## src/sv/hvt_pkg.sv

```systemverilog
// Shared types and constants of the hashed vote tally.
`timescale 1ns / 1ps

package hvt_pkg;

	// Golden-ratio fraction in 0.32 fixed point
	localparam logic [31:0] GOLDEN_FRAC = 32'h9E37_79B9;
	localparam int COUNT_W = 11;
	localparam logic [COUNT_W-1:0] COUNT_MAX = '1;
	localparam int KEY_W = 64;
	localparam int IN_DATA_W = 256;
	localparam int OUT_DATA_W = 144;
	localparam int CFG_DATA_W = 11;

	// Configuration register indexes
	localparam logic REG_VOTER_SLOTS = 1'b0;
	localparam logic REG_CAND_SLOTS = 1'b1;

	typedef enum logic [1:0] {
		K_ADD_VOTER = 2'd0,
		K_ADD_CAND  = 2'd1,
		K_VOTE      = 2'd2,
		K_REPORT    = 2'd3
	} kind_t;

	typedef enum logic [2:0] {
		ST_OK            = 3'd0,
		ST_FULL          = 3'd1,
		ST_VOTER_UNKNOWN = 3'd2,
		ST_ALREADY_VOTED = 3'd3,
		ST_CAND_UNKNOWN  = 3'd4
	} status_t;

	// Controller to datapath commands
	typedef struct packed {
		logic    load_in;
		logic    hash_a;
		logic    hash_b;
		logic    step;
		logic    tsel;
		logic    use_choice;
		logic    ins_wr;
		logic    vote_wr;
		logic    vslot_ld;
		logic    scan_rd;
		logic    scan_cmp;
		logic    clr;
		logic    res_load;
		status_t status;
	} cmd_t;

	// Datapath to controller status
	typedef struct packed {
		kind_t kind;
		logic  used;
		logic  match;
		logic  last;
		logic  voted;
		logic  out_free;
		logic  scan_last;
		logic  clr_last;
	} sts_t;

endpackage

```

## src/sv/hvt_ctrl.sv

```systemverilog
// Controller: sequences hashing, probing, the report scan, table clearing and the result.
`timescale 1ns / 1ps

module hvt_ctrl (
	input  logic          clk,
	input  logic          arst_n,
	input  logic          s_tvalid,
	output logic          s_tready,
	input  hvt_pkg::sts_t sts,
	output hvt_pkg::cmd_t cmd
);

	typedef enum logic [8:0] {
		S_IDLE     = 9'b000000001,
		S_HASH1    = 9'b000000010,
		S_HASH2    = 9'b000000100,
		S_ADDR     = 9'b000001000,
		S_CMP      = 9'b000010000,
		S_SCAN_RD  = 9'b000100000,
		S_SCAN_CMP = 9'b001000000,
		S_RESULT   = 9'b010000000,
		S_CLEAR    = 9'b100000000
	} state_t;

	state_t state_q, state_d;
	logic phase_q, phase_d;
	hvt_pkg::status_t st_q, st_d;
	logic add_item;

	assign add_item = sts.kind == hvt_pkg::K_ADD_VOTER || sts.kind == hvt_pkg::K_ADD_CAND;
	assign s_tready = state_q == S_IDLE;

	always_comb begin
		cmd = '0;
		cmd.tsel = (sts.kind == hvt_pkg::K_ADD_CAND) || phase_q;
		cmd.use_choice = phase_q;
		cmd.status = st_q;
		state_d = state_q;
		phase_d = phase_q;
		st_d = st_q;
		unique case (state_q)
			S_IDLE: begin
				if (s_tvalid) begin
					cmd.load_in = 1'b1;
					phase_d = 1'b0;
					st_d = hvt_pkg::ST_OK;
					state_d = S_HASH1;
				end
			end
			S_HASH1: begin
				cmd.hash_a = 1'b1;
				state_d = (sts.kind == hvt_pkg::K_REPORT) ? S_SCAN_RD : S_HASH2;
			end
			S_HASH2: begin
				cmd.hash_b = 1'b1;
				state_d = S_ADDR;
			end
			S_ADDR: state_d = S_CMP;
			S_CMP: begin
				if (add_item) begin
					// Insert at the first empty slot, stop on the same key
					if (!sts.used) begin
						cmd.ins_wr = 1'b1;
						st_d = hvt_pkg::ST_OK;
						state_d = S_RESULT;
					end else if (sts.match) begin
						st_d = hvt_pkg::ST_OK;
						state_d = S_RESULT;
					end else if (sts.last) begin
						st_d = hvt_pkg::ST_FULL;
						state_d = S_RESULT;
					end else begin
						cmd.step = 1'b1;
						state_d = S_ADDR;
					end
				end else if (!phase_q) begin
					// Voter lookup
					if (sts.match) begin
						if (sts.voted) begin
							st_d = hvt_pkg::ST_ALREADY_VOTED;
							state_d = S_RESULT;
						end else begin
							cmd.vslot_ld = 1'b1;
							phase_d = 1'b1;
							state_d = S_HASH1;
						end
					end else if (!sts.used || sts.last) begin
						st_d = hvt_pkg::ST_VOTER_UNKNOWN;
						state_d = S_RESULT;
					end else begin
						cmd.step = 1'b1;
						state_d = S_ADDR;
					end
				end else begin
					// Candidate lookup, then count the vote
					if (sts.match) begin
						cmd.vote_wr = 1'b1;
						st_d = hvt_pkg::ST_OK;
						state_d = S_RESULT;
					end else if (!sts.used || sts.last) begin
						st_d = hvt_pkg::ST_CAND_UNKNOWN;
						state_d = S_RESULT;
					end else begin
						cmd.step = 1'b1;
						state_d = S_ADDR;
					end
				end
			end
			S_SCAN_RD: begin
				cmd.scan_rd = 1'b1;
				state_d = S_SCAN_CMP;
			end
			S_SCAN_CMP: begin
				cmd.scan_cmp = 1'b1;
				state_d = sts.scan_last ? S_RESULT : S_SCAN_RD;
			end
			S_RESULT: begin
				if (sts.out_free) begin
					cmd.res_load = 1'b1;
					state_d = (sts.kind == hvt_pkg::K_REPORT) ? S_CLEAR : S_IDLE;
				end
			end
			S_CLEAR: begin
				cmd.clr = 1'b1;
				if (sts.clr_last) state_d = S_IDLE;
			end
			default: state_d = S_IDLE;
		endcase
	end

	always_ff @(posedge clk or negedge arst_n) begin
		if (!arst_n) begin
			state_q <= S_CLEAR;
			phase_q <= 1'b0;
			st_q <= hvt_pkg::ST_OK;
		end else begin
			state_q <= state_d;
			phase_q <= phase_d;
			st_q <= st_d;
		end
	end

endmodule

```

## config.mk

```make
export PLATFORM = sky130hd
export DESIGN_NAME = hvt_ctrl
export DESIGN_NICKNAME = d
export VERILOG_FILES = /design/src/sv/hvt_pkg.sv /design/src/sv/hvt_ctrl.sv
export SDC_FILE = /design/constraint.sdc
export NUM_CORES = 1
export LEC_CHECK = 0
export BUFFER_PORTS_ARGS = -buffer_cell sky130_fd_sc_hd__clkbuf_2
export CORE_ASPECT_RATIO = 0.9
export CORE_MARGIN = 3
export CORE_UTILIZATION = 50
export DETAILED_ROUTE_END_ITERATION = 8
export PLACE_DENSITY = 0.76
export SLEW_MARGIN = 20
export SYNTH_ARGS = -nofsm -noshare
export SYNTH_HDL_FRONTEND = slang
export SYNTH_SLANG_ARGS = --single-unit
```

## constraint.sdc

```tcl
create_clock -name clk -period 4.4 [get_ports clk]
set_input_delay 0 -clock clk [delete_from_list [all_inputs] [get_ports clk]]
set_output_delay 0 -clock clk [all_outputs]
set_load 0.01 [all_outputs]
```

==> metrics.md, run 1 <==
| Metric | Value |
|---|---|
| Status | completed |
| Synth area leader | dfrtp_1 |
| Critical Path Stages | 5 |
| Wire per inst | ~14 um |
| Pre-CTS setup slack | approximately 2600 ps |
| CP bufs+invs | 1 |
| Flop pwr share | 0.364 |
| Clk_lat worst skew | between 200 and 300 ps |
| Worst r2r src | state_q[0] |
| Post-route setup TNS | 0 ps |
| # setup viols final | 0 |
| Clock skew | about 1.1 ps |
| Largest net degree at the start of global routing | 14 |
| Remaining DRCs | 0 |
| Setup Fix Bufs, Post-CTS | 0 |
| Rows | 14 |
| Routability congestion estimate from global placement | 0.830 |
| First-pass GRT wire length | approximately 3400 um |
| Maximum clock path buffer count | 2 |
| N_diodes | 0 |
| Leakage | just under 0.0006 uW |
| Total GRT Usage | 0.197 |
| CTS tree | yes |
| WP data required | between 4000 and 5000 ps |
| CP Launch Type | flop |
| Io pins | 29 |
| Critical-path cell list | or4_4 -> nor4b_4 -> nand2_1 -> o22ai_1 -> dlygate4sd3_1 |
| WL met2 | 1020 um |
| R2R cell count | 5 |
| CP Max Fanout | 9 |
| Post-synthesis cell count | between 90 and 100 |
| Reg-to-reg endpoint | state_q[8] |
| H-tree depth | 1 |
| CTS Hold Bufs | 7 |
| Maximum vdd drop | 328 uV |
| Port-buffer cells | 28 |
| Syn_nets | 110 |
| Cell area after technology mapping | 942 um2 |
| Root Buffer | clkbuf_4 |
| Worst Setup Path Type | flop to flop |
| Hpwl dp | 1610 um |
| Die area | between 2000 and 2500 um2 |
| CTS Buf Count | 3 |
| Die Y | 47.2 um |
| Period minus WS final | between 2000 and 2500 ps |
| Final hold violations | 0 |
| #FFs+latches synth | 13 |
| Starting Density | 0.549 |
| Sw Share | 0.406 |
| NetSw | approximately 190 uW |
| Post-place instance area | between 1000 and 1500 um2 |
| Avg Vias per Cell | 5.62 |
| Worst-path clk slew | 90 ps |
| Fin nets | approximately 140 |
| Final Total Pwr | about 460 uW |
| Worst Setup SP | state_q[0] |
| Critical Path Sink Type | flop |
| Internal | about 270 uW |
| Total routed wirelength | between 2000 and 2500 um |
| Post-CTS Resized | 0 |
| Warnings from Yosys | 0 |
| Hold/Removal Path Class | input port to flop |
| Period Utilization, post-route | 0.521 |
| DR vias | just under 900 |
| Die W | 51.8 um |
| Initial antenna violation count | 0 |
| Combinational share of power | 0.465 |
| Number of global-route vias before repair | between 700 and 800 |
| Detail Route Antenna Nets | 0 |
| Fmax | about 440 MHz |
| Top Layer Used | met4 |
| Worst Tran Pin Value | approximately 370 ps |
| Syn_area_per_cell | about 9.6 um2 |
| PwrDens | just under 400 nW/um2 |
| Core area | about 1700 um2 |
| Reg2reg setup slack | approximately 2100 ps |
| DRT Pass-1 Iters | 4 |
| Initial DRC count | 30 |
| Sink Count | 13 |
| Worst path max stage delay | roughly 610 ps |
| Grt ovf | 0 |
| Unique masters post-synth | 45 |
| Clock group share of total power | 0.171 |
| CP top delay family | simple AND/OR/NAND/NOR gates |
| Synth top area share | 0.319 |
| Worst Slack Setup Final | between 2000 and 2500 ps |
| Worst Setup EP | state_q[8] |
| Critical-path top delay cell | or4_4 |
| Max-Cap Viols | 0 |
| Util after Layout | 0.678 |
| Met3 WL | about 150 um |
| Layout cells sized above 1 | 0.338 |
| Area grow syn2layout | 23.5% |
| Post-synthesis sequential area ratio | 0.347 |
| RSZ-0062 raised after global routing | no |
| Met1 wire length | about 1000 um |
| Worst slew margin | 0.754 |
| Fin area | approximately 1200 um2 |
| Max Slew Vio Count | 0 |
| Synth top area cells | dfrtp_1 32%, nor4_4 4.5%, nor4b_1 3.7%, inv_1 3.6%, nor2_1 3.6% |
| CP Data Arrival Time | 2520 ps |
==> area by class of cell <==
cell class	count	area [um2]
Clock buffer	3	22.5
Clock inverter	1	5.00
Fill cell	163	553
Inverter	9	33.8
Multi-Input combinational cell	69	536
Sequential cell	13	327
Tap cell	24	30.0
Timing Repair Buffer	35	210
==> worst min-delay path by stage <==
stage	cells past startpoint	startpoint	endpoint	slack [ps]
6_report	3	sts[2]	state_q[7]	40
5_1_grt	3	sts[2]	state_q[7]	40
4_1_cts	3	sts[2]	state_q[7]	20
3_5_place_dp	1	arst_n	state_q[4]	-80
3_3_place_gp	1	arst_n	state_q[4]	-80
2_1_floorplan	0	arst_n	phase_q	-300
==> metal layers <==
layer | up-vias | track usage
li1 | 427 | -
met4 | 0 | 0.0471
met3 | 2 | 0.0698
met1 | 406 | 0.265
met2 | 31 | 0.307
met5 | - | 0
==> cell usage after synthesis, drive strengths merged <==
cell     instances
o2bb2ai          2
nand3b           3
a21oi            3
a22oi            2
buf              4
a221o            2
nand3            4
and3b            1
a211o            1
nor3b            1
or2              1
and3             2
nand4            2
and2             1
mux2             3
nor3             6
nor2b            1
o41ai            1
nand2            4
xor2             1
a21o             1
or4              1
nor4b            5
nor2             9
or3b             2
or3              1
nor4             3
o21ai            1
xnor2            1
a31o             1
nor4bb           1
clkbuf           3
o22ai            2
inv              9
dfrtp           12
dfstp            1
==> power by group through the flow <==
stage	clock, uW	combinational (uW)	sequential [uW]
3_5_place_dp	0	203	168
3_3_place_gp	0	200	166
4_1_cts	81.8	212	166
5_1_grt	86.4	229	171
2_1_floorplan	0	196	138
6_report	77.9	213	166
==> registers in the layout, indices dropped and copies added (netlist names) <==
| signal | cells |
|---|---|
| phase_q | 1 |
| state_q | 9 |
| st_q | 3 |
==> cells in the final DEF (no fill, tap or decap), types with 3 or more instances in the layout <==
cell type,Yosys,routed
nor2_1,9,9
clkbuf_4,1,3
nand2_1,4,4
mux2_1,3,3
inv_1,9,9
clkbuf_2,0,28
dlygate4sd3_1,0,7
nand3_1,4,4
dfrtp_1,12,12
nor4b_1,4,4
nand3b_1,3,3
nor3_1,5,5
==> kinds of logic (layout without fill, tap and decap cells) <==
group           count (synthesis)  count (layout)  synth area share
compound gates                 16              16             0.135
simple gates                   48              48             0.378
mux                             3               3            0.0359
buf+inv                        16              48            0.0850
flops                          13              13             0.347
xor+xnor                        2               2            0.0186
==> stage by stage <==
step | hold WS, ps | cells
6_report | 37.0 | 154
3_3_place_gp | -81.8 | 143
3_5_place_dp | -76.1 | 143
2_1_floorplan | -296 | 98
5_1_grt | 42.0 | 154
4_1_cts | 22.8 | 154
==> worst reg2reg max path, cell delays in order (launching register included) <==
cell	delay, ps
dfrtp_1	500
or4_4	610
nor4b_4	330
nand2_1	120
o22ai_1	110
dlygate4sd3_1	560
Power figures use the tool's default switching activity.
==> run 2: changes to the inputs <==
- ABC_AREA: default -> 1
- clock period: 4.4 -> 2.2 ns (I/O delays scaled with it)
==> metrics.md, run 2 <==
| Metric | Value |
|---|---|
| Sink Count | 13 |
| Worst slew margin | 0.775 |
| Routability congestion estimate from global placement | just under 0.9 |
| Hpwl dp | between 1500 and 2000 um |
| CTS Buf Count | 3 |
| DRT Pass-1 Iters | 4 |
| Starting Density | 0.552 |
| Fillers | around 160 |
| Compound-gate portion of the synthesized area | 0.0327 |
| Count leader, synth | nand2_1 |
| Top flop regs | state_q: 9 flops, st_q: 3 flops, phase_q: 1 flops |
| Period Utilization, post-route | 0.718 |
| Worst Tran Pin Value | approximately 340 ps |
| Post-synth EDFFs | 0 |
| Worst Slack Setup Final | 621 ps |
| Status | completed |
| Max reg flops | 9 |
| Core area | about 1700 um2 |
| Die area | 2480 um2 |
| Avg Vias per Cell | between 4 and 5 |
| Main synth FF type | dfrtp_1 |
| Worst path max stage delay | about 410 ps |
| CTS tree | yes |
| Total GRT Usage | 0.202 |
| Post-CTS Resized | 0 |
| Total routed wirelength | between 2000 and 2500 um |
| Area grow syn2layout | 20.7% |
| Port-buffer cells | 28 |
| Simple-gate share of the synthesized area | 0.499 |
| Mux cell area share after synthesis | 0 |
| DR vias | about 980 |
| Commonest cells after routing, fill and taps aside | 42 x nand2_1, 29 x nor2_1, 28 x clkbuf_2 |
| Wire per inst | ~11 um |
| Clk_lat worst skew | between 200 and 300 ps |
| Rows | 14 |
| First-pass GRT wire length | roughly 3700 um |
| Layout cells sized above 1 | 0.276 |
| Critical-path top delay cell | dfrtp_1 |
| Largest net degree at the start of global routing | 14 |
| CP top delay family | simple AND/OR/NAND/NOR gates |
| Die Y | between 40 and 50 um |
| N_diodes | 0 |
| Fin area | between 1000 and 1500 um2 |
| Remaining DRCs | 0 |
| Post-synth top cells | 42 x nand2_1, 29 x nor2_1, 22 x inv_1 |
| CP bufs+invs | 2 |
| Synth area leader | dfrtp_1 |
| Unique masters post-synth | 22 |
| Post-synthesis cell count | ~150 |
| NetSw | 450 uW |
| Pre-CTS setup slack | 724 ps |
| FF/Latch Area | ~330 um2 |
| Maximum clock path buffer count | 2 |
| Internal | roughly 520 uW |
| Critical Path Sink Type | primary output |
| Clock skew | a little over 3 ps |
| Clock group share of total power | 0.153 |
| Post-Synth Adder-Cell Area | 0 |
| Detail Route Antenna Nets | 0 |
| Grt ovf | 0 |
| # setup viols final | 0 |
| Critical-path cell list | nor2_2 -> nand2_2 -> nor2_4 -> nand2_4 -> inv_1 -> nand2_1 -> nor2_1 -> clkbuf_2 |
| Syn_area_per_cell | 6.42 um2 |
| Period minus WS final | 1580 ps |
| Post-synthesis sequential area ratio | 0.341 |
| Initial antenna violation count | 0 |
| Combinational share of power | 0.541 |
| Fraction of registers with async set/reset | 1.00 |
| Max-Cap Viols | 0 |
| Warnings from Yosys | 0 |
| Synth Area in XOR/XNOR | 0 |
| PwrDens | about 840 nW/um2 |
| CTS Hold Bufs | 2 |
| Hold/Removal Path Class | input port to flop |
| Multi-input logic area | roughly 510 um2 |
| Root Buffer | clkbuf_4 |
| Max Slew Vio Count | 0 |
| WP data required | between 2000 and 2500 ps |
| Synth top area cells | dfrtp_1 31%, nand2_1 16%, nor2_1 11%, inv_1 8.6%, nand3_1 4.7% |
| Syn_nets | ~160 |
| Setup Fix Bufs, Post-CTS | 0 |
| Worst Setup Path Type | flop to primary output |
| CP Max Fanout | 9 |
| Most flops, register | state_q |
| Post-place instance area | roughly 1100 um2 |
| Most common cell after layout, fill and taps aside | nand2_1 |
| Io pins | 29 |
| Worst-path clk slew | 80 ps |
| Cell area after technology mapping | around 960 um2 |
| Fmax | 633 MHz |
| Leakage | ~0.00073 uW |
| Combinational family with the most area after synthesis | simple AND/OR/NAND/NOR gates |
| H-tree depth | 1 |
| Fin nets | between 150 and 200 |
| #FFs+latches synth | 13 |
| Die W | between 50 and 60 um |
| Number of global-route vias before repair | between 800 and 900 |
| Flop pwr share | 0.306 |
| Maximum vdd drop | approximately 420 uV |
| RSZ-0062 raised after global routing | no |
| Final hold violations | 0 |
| CP Data Arrival Time | roughly 1600 ps |
| Initial DRC count | 27 |
| CP Launch Type | flop |
| Post-route setup TNS | 0 ps |
| Sw Share | 0.462 |
| Synth top area share | 0.314 |
## run 2: cell count changes after synthesis, moves of 4 or more
cell,before,now
inv_2,0,4
nand2_1,4,42
nor4b_1,4,0
nor2_1,9,29
inv_1,9,22
nand3_1,4,9
## run 2: worst min-delay path, delay by kind of cell
kind / cells / cell delay, ps
simple gates: 2 / 110
buf+inv: 2 / 160
## run 2: layout make-up
| class | instances | area share |
|---|---|---|
| inverter | 27 | 0.0888 |
| clock buffer | 4 | 0.0228 |
| timing repair buffer | 30 | 0.139 |
| tap | 24 | 0.0260 |
| sequential | 13 | 0.283 |
| multi-input combinational | 107 | 0.441 |
## run 2: cell families after synthesis
group | after synthesis
AND/OR/NAND/NOR | 101
buffers and inverters | 29
flip-flops | 13
AO/OA/AOI/OAI | 6
## run 2: power by group through the flow
stage	Sequential (uW)	Combinational (uW)	Clock (uW)
3_3_place_gp	302	509	0
4_1_cts	298	531	154
6_report	298	527	149
3_5_place_dp	302	522	0
5_1_grt	305	592	162
2_1_floorplan	297	405	0
## run 2: routing by layer
layer | wire, um | part of all wire | track usage
met1 | 1170 | 0.51 | 0.279
met2 | 993 | 0.43 | 0.338
met3 | 116 | 0.051 | 0.0312
met4 | 10 | 0.0044 | 0.0471
met5 | 0 | 0 | 0
## run 2: path summary, 6_finish.rpt
path,from,endpoint,slack [ps],cells past startpoint
max in group asynchronous,arst_n,state_q[8],1750,2
setup / recovery,state_q[3],cmd[9],620,8
hold / removal,s_tvalid,state_q[0],20,4
hold reg to reg,st_q[2],st_q[2],490,2
min in group asynchronous,arst_n,state_q[1],160,2
setup reg to reg,state_q[8],st_q[1],680,8
## run 2: per-stage QoR
stage                     instances  utilization  total power (uW)  hold WS, ps
final                           205        0.666               975         24.7
after global routing            205        0.666              1060         32.8
after CTS                       205        0.666               982         20.3
after detailed placement        199        0.639               825        -80.8
after global placement          199        0.639               811        -86.8
after floorplan                 149            -               701         -296
